File: src/design/repeat_unit_phase_finder_core_defines.svh
// Assertion helpers shared by the repeat unit phase finder RTL.
`ifndef REPEAT_UNIT_PHASE_FINDER_CORE_DEFINES_SVH
`define REPEAT_UNIT_PHASE_FINDER_CORE_DEFINES_SVH

// Same-cycle implication, checked outside reset.
`define RUPF_ASSERT_IMPL(lbl, clk_s, rstn_s, ante, cons, msg) \
  lbl: assert property (@(posedge clk_s) disable iff (!rstn_s) (ante) |-> (cons)) \
    else $error(msg);

// Next-cycle implication, checked outside reset.
`define RUPF_ASSERT_NEXT(lbl, clk_s, rstn_s, ante, cons, msg) \
  lbl: assert property (@(posedge clk_s) disable iff (!rstn_s) (ante) |=> (cons)) \
    else $error(msg);

`endif

File: src/design/rupf_pkg.sv
`default_nettype none

package rupf_pkg;

  // Fixed field widths
  localparam int PH_W      = 3;   // phase / counter memory address
  localparam int CNT_W     = 13;  // phase counter
  localparam int LEN_W     = 4;   // unit length register
  localparam int UCNT_W    = 3;   // unit count register
  localparam int BASE_W    = 8;   // one base
  localparam int HIST_W    = 64;  // eight most recent bases
  localparam int CFG_IDX_W = 3;
  localparam int NUM_PH    = 8;

  // Configuration register indexes
  localparam logic [CFG_IDX_W-1:0] CFG_UNIT_LENGTH  = 3'd0;
  localparam logic [CFG_IDX_W-1:0] CFG_UNIT_COUNT   = 3'd1;
  localparam logic [CFG_IDX_W-1:0] CFG_PATTERN_BASE = 3'd2;

  // Result scanner states
  typedef enum logic [2:0] {
    S_INIT,
    S_IDLE,
    S_SCAN,
    S_DRAIN,
    S_EMIT
  } scan_state_t;

  // Counter write-back from the accumulate stage
  typedef struct packed {
    logic             we;
    logic             bank;
    logic [PH_W-1:0]  addr;
    logic [CNT_W-1:0] data;
  } mem_wr_t;

  // End-of-read request toward the scanner
  typedef struct packed {
    logic             vld;
    logic             bank;
    logic [LEN_W-1:0] len;
  } scan_req_t;

  // Scanner access to the counter memories (read and clear)
  typedef struct packed {
    logic            en;
    logic            both;
    logic            bank;
    logic [PH_W-1:0] addr;
  } scan_port_t;

endpackage

`default_nettype wire

File: src/design/rupf_ram.sv
`default_nettype none

module rupf_ram #(
  parameter int WIDTH = 13,
  parameter int DEPTH = 8
) (
  input  wire logic                     clk,
  input  wire logic                     we,
  input  wire logic [$clog2(DEPTH)-1:0] waddr,
  input  wire logic [WIDTH-1:0]         wdata,
  input  wire logic [$clog2(DEPTH)-1:0] raddr,
  output logic      [WIDTH-1:0]         rdata
);

  logic [WIDTH-1:0] mem [DEPTH];

  // One write port, one registered read port, read-first
  always_ff @(posedge clk) begin
    if (we) begin
      mem[waddr] <= wdata;
    end
    rdata <= mem[raddr];
  end

endmodule

`default_nettype wire

File: src/design/rupf_acc.sv
`default_nettype none
`include "repeat_unit_phase_finder_core_defines.svh"

module rupf_acc
  import rupf_pkg::*;
#(
  parameter int MAX_UNIT_LEN      = 8,
  parameter int NUM_UNIT_PATTERNS = 6,
  parameter int MAX_READ_LEN      = 4096
) (
  input  wire logic                clk,
  input  wire logic                rst_n,
  input  wire logic                in_fire,
  input  wire logic [BASE_W-1:0]   base_char,
  input  wire logic                last_base,
  input  wire logic [LEN_W-1:0]    unit_length,
  input  wire logic [UCNT_W-1:0]   unit_count,
  input  wire logic [HIST_W-1:0]   unit_pattern [NUM_UNIT_PATTERNS],
  input  wire logic [CNT_W-1:0]    rdata0,
  input  wire logic [CNT_W-1:0]    rdata1,
  output logic                     acc_bank,
  output logic      [PH_W-1:0]     rd_addr,
  output mem_wr_t                  wr,
  output scan_req_t                req
);

  localparam int SatInt = (MAX_READ_LEN < 8191) ? MAX_READ_LEN : 8191;
  localparam logic [CNT_W-1:0]  CountSat = CNT_W'(SatInt);
  localparam logic [LEN_W-1:0]  MaxLen   = LEN_W'(MAX_UNIT_LEN);
  localparam logic [UCNT_W-1:0] NumPat   = UCNT_W'(NUM_UNIT_PATTERNS);

  // Per-read state
  logic [HIST_W-1:0] recent_r, recent_nxt;
  logic [PH_W-1:0]   phase_r, phase_nxt;
  logic [LEN_W-1:0]  seen_r, seen_nxt;
  logic              bank_r, bank_nxt;

  // Read-modify-write stage
  logic              s1_vld_r;
  logic              s1_last_r;
  logic              s1_inc_r;
  logic [PH_W-1:0]   s1_addr_r;
  logic              s1_bank_r;
  logic [LEN_W-1:0]  s1_len_r;

  // Last write, for same-entry forwarding
  logic              fwd_vld_r;
  logic              fwd_bank_r;
  logic [PH_W-1:0]   fwd_addr_r;
  logic [CNT_W-1:0]  fwd_data_r;

  logic [LEN_W-1:0]  len_eff;
  logic [UCNT_W-1:0] en_cnt;
  logic [HIST_W-1:0] recent_calc;
  logic [LEN_W-1:0]  seen_calc;
  logic [PH_W-1:0]   phase_calc;
  logic [LEN_W-1:0]  phase_inc;
  logic [6:0]        shamt;
  logic [HIST_W-1:0] win;
  logic [NUM_UNIT_PATTERNS-1:0] pat_hit;
  logic              match;
  logic [CNT_W-1:0]  rdata_sel;
  logic              fwd_hit;
  logic [CNT_W-1:0]  cur;
  logic [CNT_W-1:0]  inc;

  // Effective unit length and enabled pattern count
  always_comb begin
    if (unit_length == '0) begin
      len_eff = LEN_W'(1);
    end else if (unit_length > MaxLen) begin
      len_eff = MaxLen;
    end else begin
      len_eff = unit_length;
    end
    en_cnt = (unit_count > NumPat) ? NumPat : unit_count;
  end

  // Window shift, phase advance, base count
  always_comb begin
    recent_calc = {base_char, recent_r[HIST_W-1:BASE_W]};
    seen_calc   = (seen_r < LEN_W'(NUM_PH)) ? seen_r + LEN_W'(1) : seen_r;
    phase_inc   = {1'b0, phase_r} + LEN_W'(1);
    phase_calc  = (phase_inc >= len_eff) ? '0 : phase_inc[PH_W-1:0];
    shamt       = {LEN_W'(NUM_PH) - len_eff, 3'b000};
    win         = recent_calc >> shamt;
  end

  // Compare the newest window against every enabled pattern
  always_comb begin
    for (int k = 0; k < NUM_UNIT_PATTERNS; k++) begin
      pat_hit[k] = (k < int'(en_cnt));
      for (int j = 0; j < NUM_PH; j++) begin
        if (j < int'(len_eff) && unit_pattern[k][8*j +: 8] != win[8*j +: 8]) begin
          pat_hit[k] = 1'b0;
        end
      end
    end
    match = (seen_calc >= len_eff) && (|pat_hit);
  end

  // Next per-read state; the last base clears it and flips the bank
  always_comb begin
    recent_nxt = recent_r;
    phase_nxt  = phase_r;
    seen_nxt   = seen_r;
    bank_nxt   = bank_r;
    if (in_fire) begin
      if (last_base) begin
        recent_nxt = '0;
        phase_nxt  = '0;
        seen_nxt   = '0;
        bank_nxt   = ~bank_r;
      end else begin
        recent_nxt = recent_calc;
        phase_nxt  = phase_calc;
        seen_nxt   = seen_calc;
      end
    end
  end

  always_ff @(posedge clk) begin
    if (!rst_n) begin
      recent_r  <= '0;
      phase_r   <= '0;
      seen_r    <= '0;
      bank_r    <= 1'b0;
      s1_vld_r  <= 1'b0;
      fwd_vld_r <= 1'b0;
    end else begin
      recent_r  <= recent_nxt;
      phase_r   <= phase_nxt;
      seen_r    <= seen_nxt;
      bank_r    <= bank_nxt;
      s1_vld_r  <= in_fire;
      fwd_vld_r <= wr.we;
    end
  end

  // Stage payload
  always_ff @(posedge clk) begin
    if (in_fire) begin
      s1_last_r <= last_base;
      s1_inc_r  <= match;
      s1_addr_r <= phase_calc;
      s1_bank_r <= bank_r;
      s1_len_r  <= len_eff;
    end
    fwd_bank_r <= wr.bank;
    fwd_addr_r <= wr.addr;
    fwd_data_r <= wr.data;
  end

  // Counter read is issued in the accept cycle
  assign acc_bank = bank_r;
  assign rd_addr  = phase_calc;

  // Increment with forwarding of the previous cycle's write
  always_comb begin
    rdata_sel = s1_bank_r ? rdata1 : rdata0;
    fwd_hit   = fwd_vld_r && (fwd_bank_r == s1_bank_r) && (fwd_addr_r == s1_addr_r);
    cur       = fwd_hit ? fwd_data_r : rdata_sel;
    inc       = (cur < CountSat) ? cur + CNT_W'(1) : cur;
    wr.we     = s1_vld_r && s1_inc_r;
    wr.bank   = s1_bank_r;
    wr.addr   = s1_addr_r;
    wr.data   = inc;
    req.vld   = s1_vld_r && s1_last_r;
    req.bank  = s1_bank_r;
    req.len   = s1_len_r;
  end

  `RUPF_ASSERT_IMPL(a_wr_nonzero, clk, rst_n, wr.we, wr.data != '0, "counter write-back is zero")

endmodule

`default_nettype wire

File: src/design/rupf_scan.sv
`default_nettype none
`include "repeat_unit_phase_finder_core_defines.svh"

module rupf_scan
  import rupf_pkg::*;
(
  input  wire logic              clk,
  input  wire logic              rst_n,
  input  wire scan_req_t         req,
  input  wire logic [CNT_W-1:0]  rdata0,
  input  wire logic [CNT_W-1:0]  rdata1,
  output scan_port_t             port,
  output logic      [1:0]        bank_busy,
  output logic                   out_valid,
  input  wire logic              out_ready,
  output logic      [PH_W-1:0]   out_best_phase,
  output logic      [CNT_W-1:0]  out_best_count
);

  scan_state_t      state_r, state_nxt;
  logic [PH_W-1:0]  cnt_r, cnt_nxt;
  logic             bank_r, bank_nxt;
  logic [LEN_W-1:0] len_r, len_nxt;

  // One pending end-of-read request
  logic             pend_vld_r, pend_vld_nxt;
  logic             pend_bank_r;
  logic [LEN_W-1:0] pend_len_r;

  // Read data alignment
  logic             rd_vld_r;
  logic [PH_W-1:0]  rd_addr_r;

  logic [CNT_W-1:0] best_cnt_r, best_cnt_nxt;
  logic [PH_W-1:0]  best_ph_r, best_ph_nxt;

  // Output register
  logic             out_vld_r, out_vld_nxt;
  logic [PH_W-1:0]  out_ph_r;
  logic [CNT_W-1:0] out_cnt_r;

  logic             take;
  logic             load;
  logic [CNT_W-1:0] rdata;

  assign take  = (state_r == S_IDLE) && pend_vld_r;
  assign load  = (state_r == S_EMIT) && (!out_vld_r || out_ready);
  assign rdata = bank_r ? rdata1 : rdata0;

  // Next state
  always_comb begin
    state_nxt = state_r;
    case (state_r)
      S_INIT:  if (cnt_r == PH_W'(NUM_PH - 1)) state_nxt = S_IDLE;
      S_IDLE:  if (pend_vld_r) state_nxt = S_SCAN;
      S_SCAN:  if (cnt_r == PH_W'(NUM_PH - 1)) state_nxt = S_DRAIN;
      S_DRAIN: state_nxt = S_EMIT;
      S_EMIT:  if (load) state_nxt = S_IDLE;
      default: state_nxt = S_IDLE;
    endcase
  end

  // Sweep counter, scan context, best-so-far
  always_comb begin
    cnt_nxt      = cnt_r;
    bank_nxt     = bank_r;
    len_nxt      = len_r;
    best_cnt_nxt = best_cnt_r;
    best_ph_nxt  = best_ph_r;
    if (state_r == S_INIT || state_r == S_SCAN) begin
      cnt_nxt = cnt_r + PH_W'(1);
    end
    if (take) begin
      bank_nxt     = pend_bank_r;
      len_nxt      = pend_len_r;
      best_cnt_nxt = '0;
      best_ph_nxt  = '0;
    end else if (rd_vld_r && ({1'b0, rd_addr_r} < len_r) && (rdata > best_cnt_r)) begin
      best_cnt_nxt = rdata;
      best_ph_nxt  = rd_addr_r;
    end
  end

  // Pending request and output register valid
  always_comb begin
    if (req.vld) begin
      pend_vld_nxt = 1'b1;
    end else if (take) begin
      pend_vld_nxt = 1'b0;
    end else begin
      pend_vld_nxt = pend_vld_r;
    end
    if (load) begin
      out_vld_nxt = 1'b1;
    end else if (out_ready) begin
      out_vld_nxt = 1'b0;
    end else begin
      out_vld_nxt = out_vld_r;
    end
  end

  // Outputs: memory access and bank occupancy
  always_comb begin
    port.en   = (state_r == S_INIT) || (state_r == S_SCAN);
    port.both = (state_r == S_INIT);
    port.bank = bank_r;
    port.addr = cnt_r;
    for (int b = 0; b < 2; b++) begin
      bank_busy[b] = (state_r == S_INIT)
                  || ((state_r != S_IDLE) && (bank_r == 1'(b)))
                  || (pend_vld_r && (pend_bank_r == 1'(b)));
    end
  end

  always_ff @(posedge clk) begin
    if (!rst_n) begin
      state_r    <= S_INIT;
      cnt_r      <= '0;
      pend_vld_r <= 1'b0;
      rd_vld_r   <= 1'b0;
      out_vld_r  <= 1'b0;
    end else begin
      state_r    <= state_nxt;
      cnt_r      <= cnt_nxt;
      pend_vld_r <= pend_vld_nxt;
      rd_vld_r   <= (state_r == S_SCAN);
      out_vld_r  <= out_vld_nxt;
    end
  end

  always_ff @(posedge clk) begin
    bank_r     <= bank_nxt;
    len_r      <= len_nxt;
    best_cnt_r <= best_cnt_nxt;
    best_ph_r  <= best_ph_nxt;
    rd_addr_r  <= cnt_r;
    if (req.vld) begin
      pend_bank_r <= req.bank;
      pend_len_r  <= req.len;
    end
    if (load) begin
      out_ph_r  <= best_ph_r;
      out_cnt_r <= best_cnt_r;
    end
  end

  assign out_valid      = out_vld_r;
  assign out_best_phase = out_ph_r;
  assign out_best_count = out_cnt_r;

  `RUPF_ASSERT_IMPL(a_pend_room, clk, rst_n, req.vld && pend_vld_r, state_r == S_IDLE, "pending request overrun")
  `RUPF_ASSERT_IMPL(a_rd_align, clk, rst_n, rd_vld_r, state_r == S_SCAN || state_r == S_DRAIN, "scan data out of step")

endmodule

`default_nettype wire

File: src/design/repeat_unit_phase_finder_core.sv
// Tandem repeat phase finder.
// Input channel (in_valid/in_ready): one read base per transaction, in_last_base
// marks the final base. Result channel (out_valid/out_ready): one transaction per
// read carrying the phase with the most matching unit windows (lowest on ties)
// and that count. Config channel (cfg_valid/cfg_ready, cfg_index/cfg_data):
// always ready; the user must write it only with no read in flight (not enforced).
// Throughput: one base per cycle while in_ready is high; each base costs one
// read-modify-write of a phase counter memory, with the previous write forwarded
// when it hits the same entry. Two counter banks alternate between reads. When a
// read ends, its bank is scanned and cleared while the next read streams into
// the other bank; a read that ends before the previous scan is done holds in_ready
// low until that bank frees, so reads of 12 or more bases sustain full rate.
// Result path: the end-of-read request is registered as pending, the bank is
// scanned and drained, and the result is loaded into the output register if free.
// Reset: a clearing pass over both banks runs, in_ready low meanwhile.
// Output stall: the result waits in the output register; the scan of the next read
// then waits too, and the input keeps running until it needs that bank.
`default_nettype none
`include "repeat_unit_phase_finder_core_defines.svh"

module repeat_unit_phase_finder_core
  import rupf_pkg::*;
#(
  parameter int MAX_UNIT_LEN      = 8,
  parameter int NUM_UNIT_PATTERNS = 6,
  parameter int MAX_READ_LEN      = 4096
) (
  input  wire logic                  clk,
  input  wire logic                  rst_n,
  input  wire logic                  in_valid,
  output logic                       in_ready,
  input  wire logic [BASE_W-1:0]     in_base_char,
  input  wire logic                  in_last_base,
  output logic                       out_valid,
  input  wire logic                  out_ready,
  output logic      [PH_W-1:0]       out_best_phase,
  output logic      [CNT_W-1:0]      out_best_count,
  input  wire logic                  cfg_valid,
  output logic                       cfg_ready,
  input  wire logic [CFG_IDX_W-1:0]  cfg_index,
  input  wire logic [HIST_W-1:0]     cfg_data
);

  logic [LEN_W-1:0]  unit_length_r;
  logic [UCNT_W-1:0] unit_count_r;
  logic [HIST_W-1:0] unit_pattern_r [NUM_UNIT_PATTERNS];

  logic              in_fire;
  logic              cfg_fire;
  logic              acc_bank;
  logic [PH_W-1:0]   acc_rd_addr;
  mem_wr_t           acc_wr;
  scan_req_t         scan_req;
  scan_port_t        scan_port;
  logic [1:0]        bank_busy;

  logic              ram_we    [2];
  logic [PH_W-1:0]   ram_waddr [2];
  logic [CNT_W-1:0]  ram_wdata [2];
  logic [PH_W-1:0]   ram_raddr [2];
  logic [CNT_W-1:0]  ram_rdata [2];

  assign cfg_ready = 1'b1;
  assign cfg_fire  = cfg_valid && cfg_ready;
  assign in_ready  = !bank_busy[acc_bank];
  assign in_fire   = in_valid && in_ready;

  // Configuration registers
  always_ff @(posedge clk) begin
    if (!rst_n) begin
      unit_length_r <= LEN_W'(3);
      unit_count_r  <= UCNT_W'(1);
      for (int k = 0; k < NUM_UNIT_PATTERNS; k++) begin
        unit_pattern_r[k] <= '0;
      end
    end else if (cfg_fire) begin
      case (cfg_index)
        CFG_UNIT_LENGTH: unit_length_r <= cfg_data[LEN_W-1:0];
        CFG_UNIT_COUNT:  unit_count_r  <= cfg_data[UCNT_W-1:0];
        default: begin
          for (int k = 0; k < NUM_UNIT_PATTERNS; k++) begin
            if (cfg_index == CFG_PATTERN_BASE + CFG_IDX_W'(k)) begin
              unit_pattern_r[k] <= cfg_data;
            end
          end
        end
      endcase
    end
  end

  rupf_acc #(
    .MAX_UNIT_LEN      (MAX_UNIT_LEN),
    .NUM_UNIT_PATTERNS (NUM_UNIT_PATTERNS),
    .MAX_READ_LEN      (MAX_READ_LEN)
  ) u_acc (
    .clk          (clk),
    .rst_n        (rst_n),
    .in_fire      (in_fire),
    .base_char    (in_base_char),
    .last_base    (in_last_base),
    .unit_length  (unit_length_r),
    .unit_count   (unit_count_r),
    .unit_pattern (unit_pattern_r),
    .rdata0       (ram_rdata[0]),
    .rdata1       (ram_rdata[1]),
    .acc_bank     (acc_bank),
    .rd_addr      (acc_rd_addr),
    .wr           (acc_wr),
    .req          (scan_req)
  );

  rupf_scan u_scan (
    .clk            (clk),
    .rst_n          (rst_n),
    .req            (scan_req),
    .rdata0         (ram_rdata[0]),
    .rdata1         (ram_rdata[1]),
    .port           (scan_port),
    .bank_busy      (bank_busy),
    .out_valid      (out_valid),
    .out_ready      (out_ready),
    .out_best_phase (out_best_phase),
    .out_best_count (out_best_count)
  );

  // Counter banks: the scanner owns a bank while it sweeps it
  for (genvar b = 0; b < 2; b++) begin : g_bank
    logic scan_own;
    assign scan_own     = scan_port.en && (scan_port.both || (scan_port.bank == 1'(b)));
    assign ram_we[b]    = scan_own || (acc_wr.we && (acc_wr.bank == 1'(b)));
    assign ram_waddr[b] = scan_own ? scan_port.addr : acc_wr.addr;
    assign ram_wdata[b] = scan_own ? '0 : acc_wr.data;
    assign ram_raddr[b] = scan_own ? scan_port.addr : acc_rd_addr;

    rupf_ram #(
      .WIDTH (CNT_W),
      .DEPTH (NUM_PH)
    ) u_ram (
      .clk   (clk),
      .we    (ram_we[b]),
      .waddr (ram_waddr[b]),
      .wdata (ram_wdata[b]),
      .raddr (ram_raddr[b]),
      .rdata (ram_rdata[b])
    );
  end

  `RUPF_ASSERT_IMPL(a_no_bank_clash, clk, rst_n, scan_port.en && acc_wr.we, !scan_port.both && (scan_port.bank != acc_wr.bank), "scanner and accumulator on one bank")

endmodule

`default_nettype wire
File: config.mk
export PLATFORM = sky130hd
export DESIGN_NAME = repeat_unit_phase_finder_core
export DESIGN_NICKNAME = d
export VERILOG_FILES = /design/src/design/rupf_pkg.sv /design/src/design/rupf_ram.sv /design/src/design/rupf_acc.sv /design/src/design/rupf_scan.sv /design/src/design/repeat_unit_phase_finder_core.sv
export VERILOG_INCLUDE_DIRS = /design/src /design/src/design
export SDC_FILE = /design/constraint.sdc
export NUM_CORES = 2
export LEC_CHECK = 0
export BUFFER_PORTS_ARGS = -buffer_cell sky130_fd_sc_hd__buf_2
export CAP_MARGIN = 20
export CORE_UTILIZATION = 40
export DETAILED_ROUTE_END_ITERATION = 8
export GPL_TIMING_DRIVEN = 1
export MAX_ROUTING_LAYER = met4
export SLEW_MARGIN = 10
export SYNTH_ARGS = -nofsm -noshare
export SYNTH_HDL_FRONTEND = slang
export SYNTH_SLANG_ARGS = --single-unit
File: constraint.sdc
create_clock -name clk -period 4.5 [get_ports clk]
set_input_delay 0.9 -clock clk [delete_from_list [all_inputs] [get_ports clk]]
set_output_delay 0.9 -clock clk [all_outputs]
set_load 0.01 [all_outputs]
### After elaboration in Yosys (flattened, before gate mapping)

Memories as Yosys holds them, arrays and structs flattened. A register that Yosys moved wholly into a read port is not among the register bits.
Cells that the tools add are included.

* output and inout port bits: 19
* register bits after elaboration: 546
* input bits: 81
* logic and storage cells: 315
* memory bits (read-only): 0
* RAM bits: 208
* latch bits: 0
* memories kept: 2

* divide/modulo/power cells: 0
* multipliers: 0
* add/subtract/negate cells: 5
* reduce and logical (&&, ||, !) cells: 95
* eq/ne operators: 67
* order comparisons: 23
* bitwise operators: 5
* shifts and indexed selects: 1
* mux-type cells: 81

Memories
* g_bank[0].u_ram.mem: depth 8, bits a word 13, rd ports 1, clocked after memory_dff 1, wr ports 1, RTL line rupf_ram.sv:15 `logic [WIDTH-1:0] mem [DEPTH];`
* g_bank[1].u_ram.mem: depth 8, bits a word 13, rd ports 1, clocked after memory_dff 1, wr ports 1, RTL line rupf_ram.sv:15

Operators by type and width (number)
* inequality test 8 bit: 48
* two-way mux 13 bit: 6
* logical AND 1 bit: 66
* two-way mux 64 bit: 1
* >> shifter 64 x 7 -> 64 bit: 1
* two-way mux 1 bit: 58
* two-way mux 3 bit: 11
* == test 3 bit, second input constant: 6
* AND reduction 3 bit: 6
* less-than comparator 3 x 4 -> 1 bit, first input constant: 4
* two-way mux 4 bit: 4
* case mux 3 bit (5 select lines): 1
* adder 13 x 1 -> 13 bit, second input constant: 1
* greater-than comparator 13 bit: 1
* less-than comparator 13 bit, second input constant: 1
* == test 3 x 2 -> 1 bit, second input constant: 4
* logical OR 1 bit: 10
* greater-or-equal comparator 4 bit: 2
* less-than comparator 1 x 4 -> 1 bit, first input constant: 2
* less-than comparator 2 x 4 -> 1 bit, first input constant: 2
* inequality test 2 x 1 -> 1 bit, second input constant: 4
* == test 3 x 1 -> 1 bit, second input constant: 2
* logical NOT 3 bit: 2
* less-than comparator 1 x 3 -> 1 bit, first input constant: 2
* other kinds (22): 32

### Logic depth before layout (Yosys ltp)

* depth after elaboration: 17
* gate-level depth with buffers: 23
* depth with buffers taken out: 15

### Cells and area by module

A second synthesis with hierarchy kept.

* cell total of the unflattened synthesis: 3715
* area, all modules: 36887.9 um2

By module, submodules not included
* repeat_unit_phase_finder_core: instances 1, sequential area each 7827.5 um2, cells an instance 1446, area each 12998.7 um2
* rupf_acc: instances 1, sequential area each 1961.9 um2, cells an instance 1701, area each 12814.8 um2
* rupf_ram: instances 2, sequential area each 3383.2 um2, cells an instance 176, area each 4315.4 um2
* rupf_scan: instances 1, sequential area each 1341.3 um2, cells an instance 216, area each 2443.6 um2

### Worst setup path before layout

OpenSTA, ideal clock, no wires.

* path kind: register -> register
* start: register unit_length_r[2]
* end: register u_acc.s1_inc_r (data pin)
* cell stages (with the launch flop): 21
* buffers on the path: 5
* data arrival time: 4472 ps
* clock period less this slack: 4632 ps
* setup time: 160 ps
* data required time: 4340 ps
* path slack: -132 ps
* path through: dfxtp_1 -> buf_2 -> o21bai_1 -> and2_1 -> buf_2 -> inv_1 -> ha_1 -> buf_2 -> or4b_2 -> and3_1 -> clkbuf_1 -> o32a_1 -> buf_4 -> xnor2_1 -> nor4_1 -> a41o_1 -> nand4_1 -> a2111o_1 -> or4_1 -> o31a_1 -> a41oi_1

* cells in the longest elaborated chain, start to end: 17
* elaborated cells between the ends (all ways): 161
* those cells by class: 1 x add/sub; 10 x order compare; 48 x eq/ne; 1 x shift; 50 x mux; 51 x reduce/logical

RTL lines
* start: declaration: RTL line repeat_unit_phase_finder_core.sv:44 `logic [LEN_W-1:0] unit_length_r;`
* start signal: assignment: RTL line repeat_unit_phase_finder_core.sv:78 `CFG_UNIT_LENGTH: unit_length_r <= cfg_data[LEN_W-1:0];`
* greater-than comparator 4 bit: RTL line rupf_acc.sv:71 `end else if (unit_length > MaxLen) begin`
* two-way mux 4 bit: RTL line rupf_acc.sv:71
* two-way mux 4 bit *: RTL line rupf_acc.sv:69 `if (unit_length == '0) begin`
* named net u_acc.len_eff[0]: RTL line rupf_acc.sv:52 `logic [LEN_W-1:0] len_eff;`
* subtractor 4 bit: RTL line rupf_acc.sv:85 `shamt = {LEN_W'(NUM_PH) - len_eff, 3'b000};`
* >> shifter 64 x 7 -> 64 bit: RTL line rupf_acc.sv:86 `win = recent_calc >> shamt;`
* inequality test 8 bit: RTL line rupf_acc.sv:94 `if (j < int'(len_eff) && unit_pattern[k][8*j +: 8] != win[8*j +: 8]) begin`
* logical AND 1 bit: RTL line rupf_acc.sv:94
* two-way mux 1 bit (8 in a row): RTL line rupf_acc.sv:94
* OR reduction 6 bit: RTL line rupf_acc.sv:99 `match = (seen_calc >= len_eff) && (|pat_hit);`
* logical AND 1 bit *: RTL line rupf_acc.sv:99
* named net u_acc.match: RTL line rupf_acc.sv:61 `logic match;`
* end signal: assignment: RTL line rupf_acc.sv:144 `s1_inc_r <= match;`
* end: declaration: RTL line rupf_acc.sv:41 `logic s1_inc_r;`

Mark *: on every way through the listed nets, which the timed path passes. The rest lies on a longest branch.
A chain may end at the register's enable or synchronous reset.

### Worst setup path after layout

* start: register unit_length_r[1]
* end: register u_acc.s1_inc_r (data pin)

* cells in the longest elaborated chain, start to end: 17
* elaborated cells between the ends (all ways): 161
* those cells by class: 1 x add/sub; 10 x order compare; 48 x eq/ne; 1 x shift; 50 x mux; 51 x reduce/logical

RTL lines (RTL line)
* greater-than comparator 4 bit: rupf_acc.sv:71
* two-way mux 4 bit: rupf_acc.sv:71
* two-way mux 4 bit *: rupf_acc.sv:69
* subtractor 4 bit: rupf_acc.sv:85
* >> shifter 64 x 7 -> 64 bit: rupf_acc.sv:86
* inequality test 8 bit: rupf_acc.sv:94
* logical AND 1 bit: rupf_acc.sv:94
* two-way mux 1 bit (8 in a row): rupf_acc.sv:94
* OR reduction 6 bit: rupf_acc.sv:99
* logical AND 1 bit *: rupf_acc.sv:99
* named net u_acc.match: rupf_acc.sv:61

Marks and branches as above.

==> results.toml <==
[yosys]
yosysWarnings = 0
synth_ff_type = "dfxtp_1"
synth_edf_count = 244
ys_types = 88
syn-num-nets = 4403
synth_top_cell_by_area = "dfxtp_1"
syn-cell-area_sq_um = 37400
synthDominantCellAreaShare_pct = 28.3
synth_area_per_cell_sq_um = 8.71
synth_seq_area_share_pct = 47.9
ys_seq_elements = 772
synth.area.top_cells = "dfxtp_1 (28%), edfxtp_1 (20%), nand2_1 (11%)"
yosysMostFrequentCell = "nand2_1"
syn_inst = 4292
async_flop_share_pct = 0
yosys-top-cells-count = "nand2_1 (1111), dfxtp_1 (528), a21oi_1 (506), edfxtp_1 (244), clkbuf_1 (242)"

[worst_setup_path]
path_cells = "buf_4, nand2_1, ha_4, or4b_2, and3_4, o32a_1, xnor2_1, nor4_1, a41o_1, nand4_1, a2111o_1, or4_1, o31a_1, a41oi_1"
crit_type = "reg -> reg"
path_buf_inv = 1
arrival_ps = 4940
crit_family = "simple AND/OR/NAND/NOR gates"
crit_slowest_cell = "or4b_2"
cp_max_fo = 8
worstPathRequired_ps = 5000
cpPeakStageDelay_ps = 640
crit_path_start_kind = "flop"
end_kind = "flop"

[layout]
drive_above_1_share_pct = 12.6
fin_cells = 5677
area_growth_pct = 15.2
final_nets = 4466

[detailed_routing]
ant_nets = 0
wl_mm = 117
via_per_inst = 5.49
wl_per_cell_um = 20.6
drc = 0
first_pass_iters = 7
drt-initial-drc-count = 2669
num_vias = 31100

[global_routing]
overflow = 0
grt_pass1_vias = 29000
grt_first_pass_wirelength_mm = 178
grt_usage_pct = 25.0
antenna_found_initial = 5
grt_max_degree = 127

[placement]
dp.cells = 5505
place_hpwl_mm = 79.7
dp_slack_ps = -23.3
gp_congestion = 0.991
portBuffers = 98

[floorplan]
die_area_sq_um = 94600
die_h_um = 308
coreArea_sq_um = 92100
num_io_pins = 100
initial_core_util_pct = 40.6
rows = 111
die_w_um = 308

[cts]
numCtsBuffers = 89
insertion_delay_ps = 670
cts_sinks = 772
htree_levels = 3
cts_buffer_depth = 3
clockRootBuffer = "clkbuf_16"
tritoncts = "built"
path_clk_slew_ps = 60
hold_buffers = 0

[timing]
fin_ws_ps = 52.9
slew_headroom_pct = 21.3
worst_pin_slew_ps = 1170
hold_viol = 0
timing.final.crit_period_ps = 4450
drv_slew = 0
setup_viol = 0
setup_tns_ps = 0
clock.fmax_mhz = 225
min_period_over_period_pct = 98.8
skew_ps = 30.8

[power]
powerDensity_nw_per_um2 = 399
ir_drop_v = 0.000293
leakage_nw = 15.1

[min_path]
hold_class = "reg -> reg"

[outcome]
status = "finished, final reports clean"

[job]
drv_cap = 0
==> state kept, by name, indices dropped and copies added (netlist names), 13 cells and up <==
signal	count
g_bank.u_ram.mem	208
g_bank.u_ram.rdata	26
u_acc.fwd_data_r	13
u_acc.recent_r	56
u_scan.best_cnt_r	13
u_scan.out_best_count	13
unit_pattern_r	384
==> through the flow <==
step	total power [mW]	utilization, %	hold slack, ps	instance area, sq um
after floorplan	8.99	-	346	37400
after global placement	9.79	43.3	406	39900
after detailed placement	9.81	43.3	405	39900
after CTS	17.3	46.6	401	42900
after global routing	17.8	46.8	419	43100
final	17.2	46.8	395	43100
==> kinds of logic (layout without fill, tap and decap cells) <==
| kind of cell | Yosys count | count (layout) | synth area share (%) |
|---|---|---|---|
| buffers and inverters | 378 | 516 | 4.23 |
| muxes | 85 | 85 | 2.67 |
| xor gates and xnor gates | 338 | 338 | 7.94 |
| AOI/OAI and AO/OA | 880 | 880 | 14.8 |
| adders and majority gates | 30 | 30 | 1.00 |
| other | 1 | 5 | 0.0100 |
| and+or+nand+nor | 1808 | 1808 | 21.5 |
| DFF | 772 | 772 | 47.9 |
==> metal layers <==
layer,global-route usage (%),wire (um),share of wire (%)
met4,9.55,4330,3.7
met5,-,0,0
met2,40.5,55700,48
met3,2.94,6240,5.3
met1,31.9,50500,43
==> report_power, final <==
part	internal [mW]	switching, mW	leakage, nW
combinational	0.730	1.33	7.09
clock	4.50	3.00	1.48
sequential	7.45	0.178	6.55
total	12.7	4.51	15.1
==> path summary, 6_finish.rpt <==
| path | start | end | slack, ps | cells past startpoint |
|---|---|---|---|---|
| worst min register to register | u_scan.pend_len_r[2]$_DFFE_PP_ | u_scan.len_r[2]$_DFFE_PP_ | 400 | 0 |
| worst min-delay path | u_scan.pend_len_r[2]$_DFFE_PP_ | u_scan.len_r[2]$_DFFE_PP_ | 400 | 0 |
| worst max-delay path | unit_length_r[1]$_SDFFE_PN1P_ | u_acc.s1_inc_r$_DFFE_PP_ | 50 | 14 |
| worst max register to register | unit_length_r[1]$_SDFFE_PN1P_ | u_acc.s1_inc_r$_DFFE_PP_ | 50 | 14 |
==> layout by cell type, fill, tap and decap left out, types with 40 or more instances in the layout <==
cell / Yosys / final
a21oi_1: 506 / 505
a31oi_1: 46 / 46
buf_2: 37 / 98
buf_4: 11 / 183
clkbuf_16: 0 / 91
dfxtp_1: 528 / 527
edfxtp_1: 244 / 244
inv_1: 49 / 49
mux2i_1: 51 / 47
nand2_1: 1111 / 1108
nand3_1: 154 / 151
nand4_1: 42 / 42
nor2_1: 176 / 169
nor2b_1: 63 / 63
nor3_1: 63 / 62
nor3b_1: 59 / 59
o21ai_0: 85 / 85
o32ai_1: 40 / 40
xnor2_1: 180 / 179
xor2_1: 157 / 157
==> final cells by class <==
type	instances	area [sq um]
diodes	4	10.0
clock buffers	123	2510
clock inverters	43	549
fillers	8800	49000
inverters	55	218
multi-input cells	3142	18200
flip-flops and latches	772	17900
well taps	1243	1560
repair buffers	295	2140
==> what timing repair did <==
| action | CTS | global route |
|---|---|---|
| hold endpoints to repair | 0 | 0 |
| gates resized for setup | 3 | 11 |
| setup endpoints to repair | 1 | 1 |
| pin swaps | 0 | 2 |
| buffers inserted | 0 | 1 |
No activity file was read; power rests on OpenSTA's default activity.
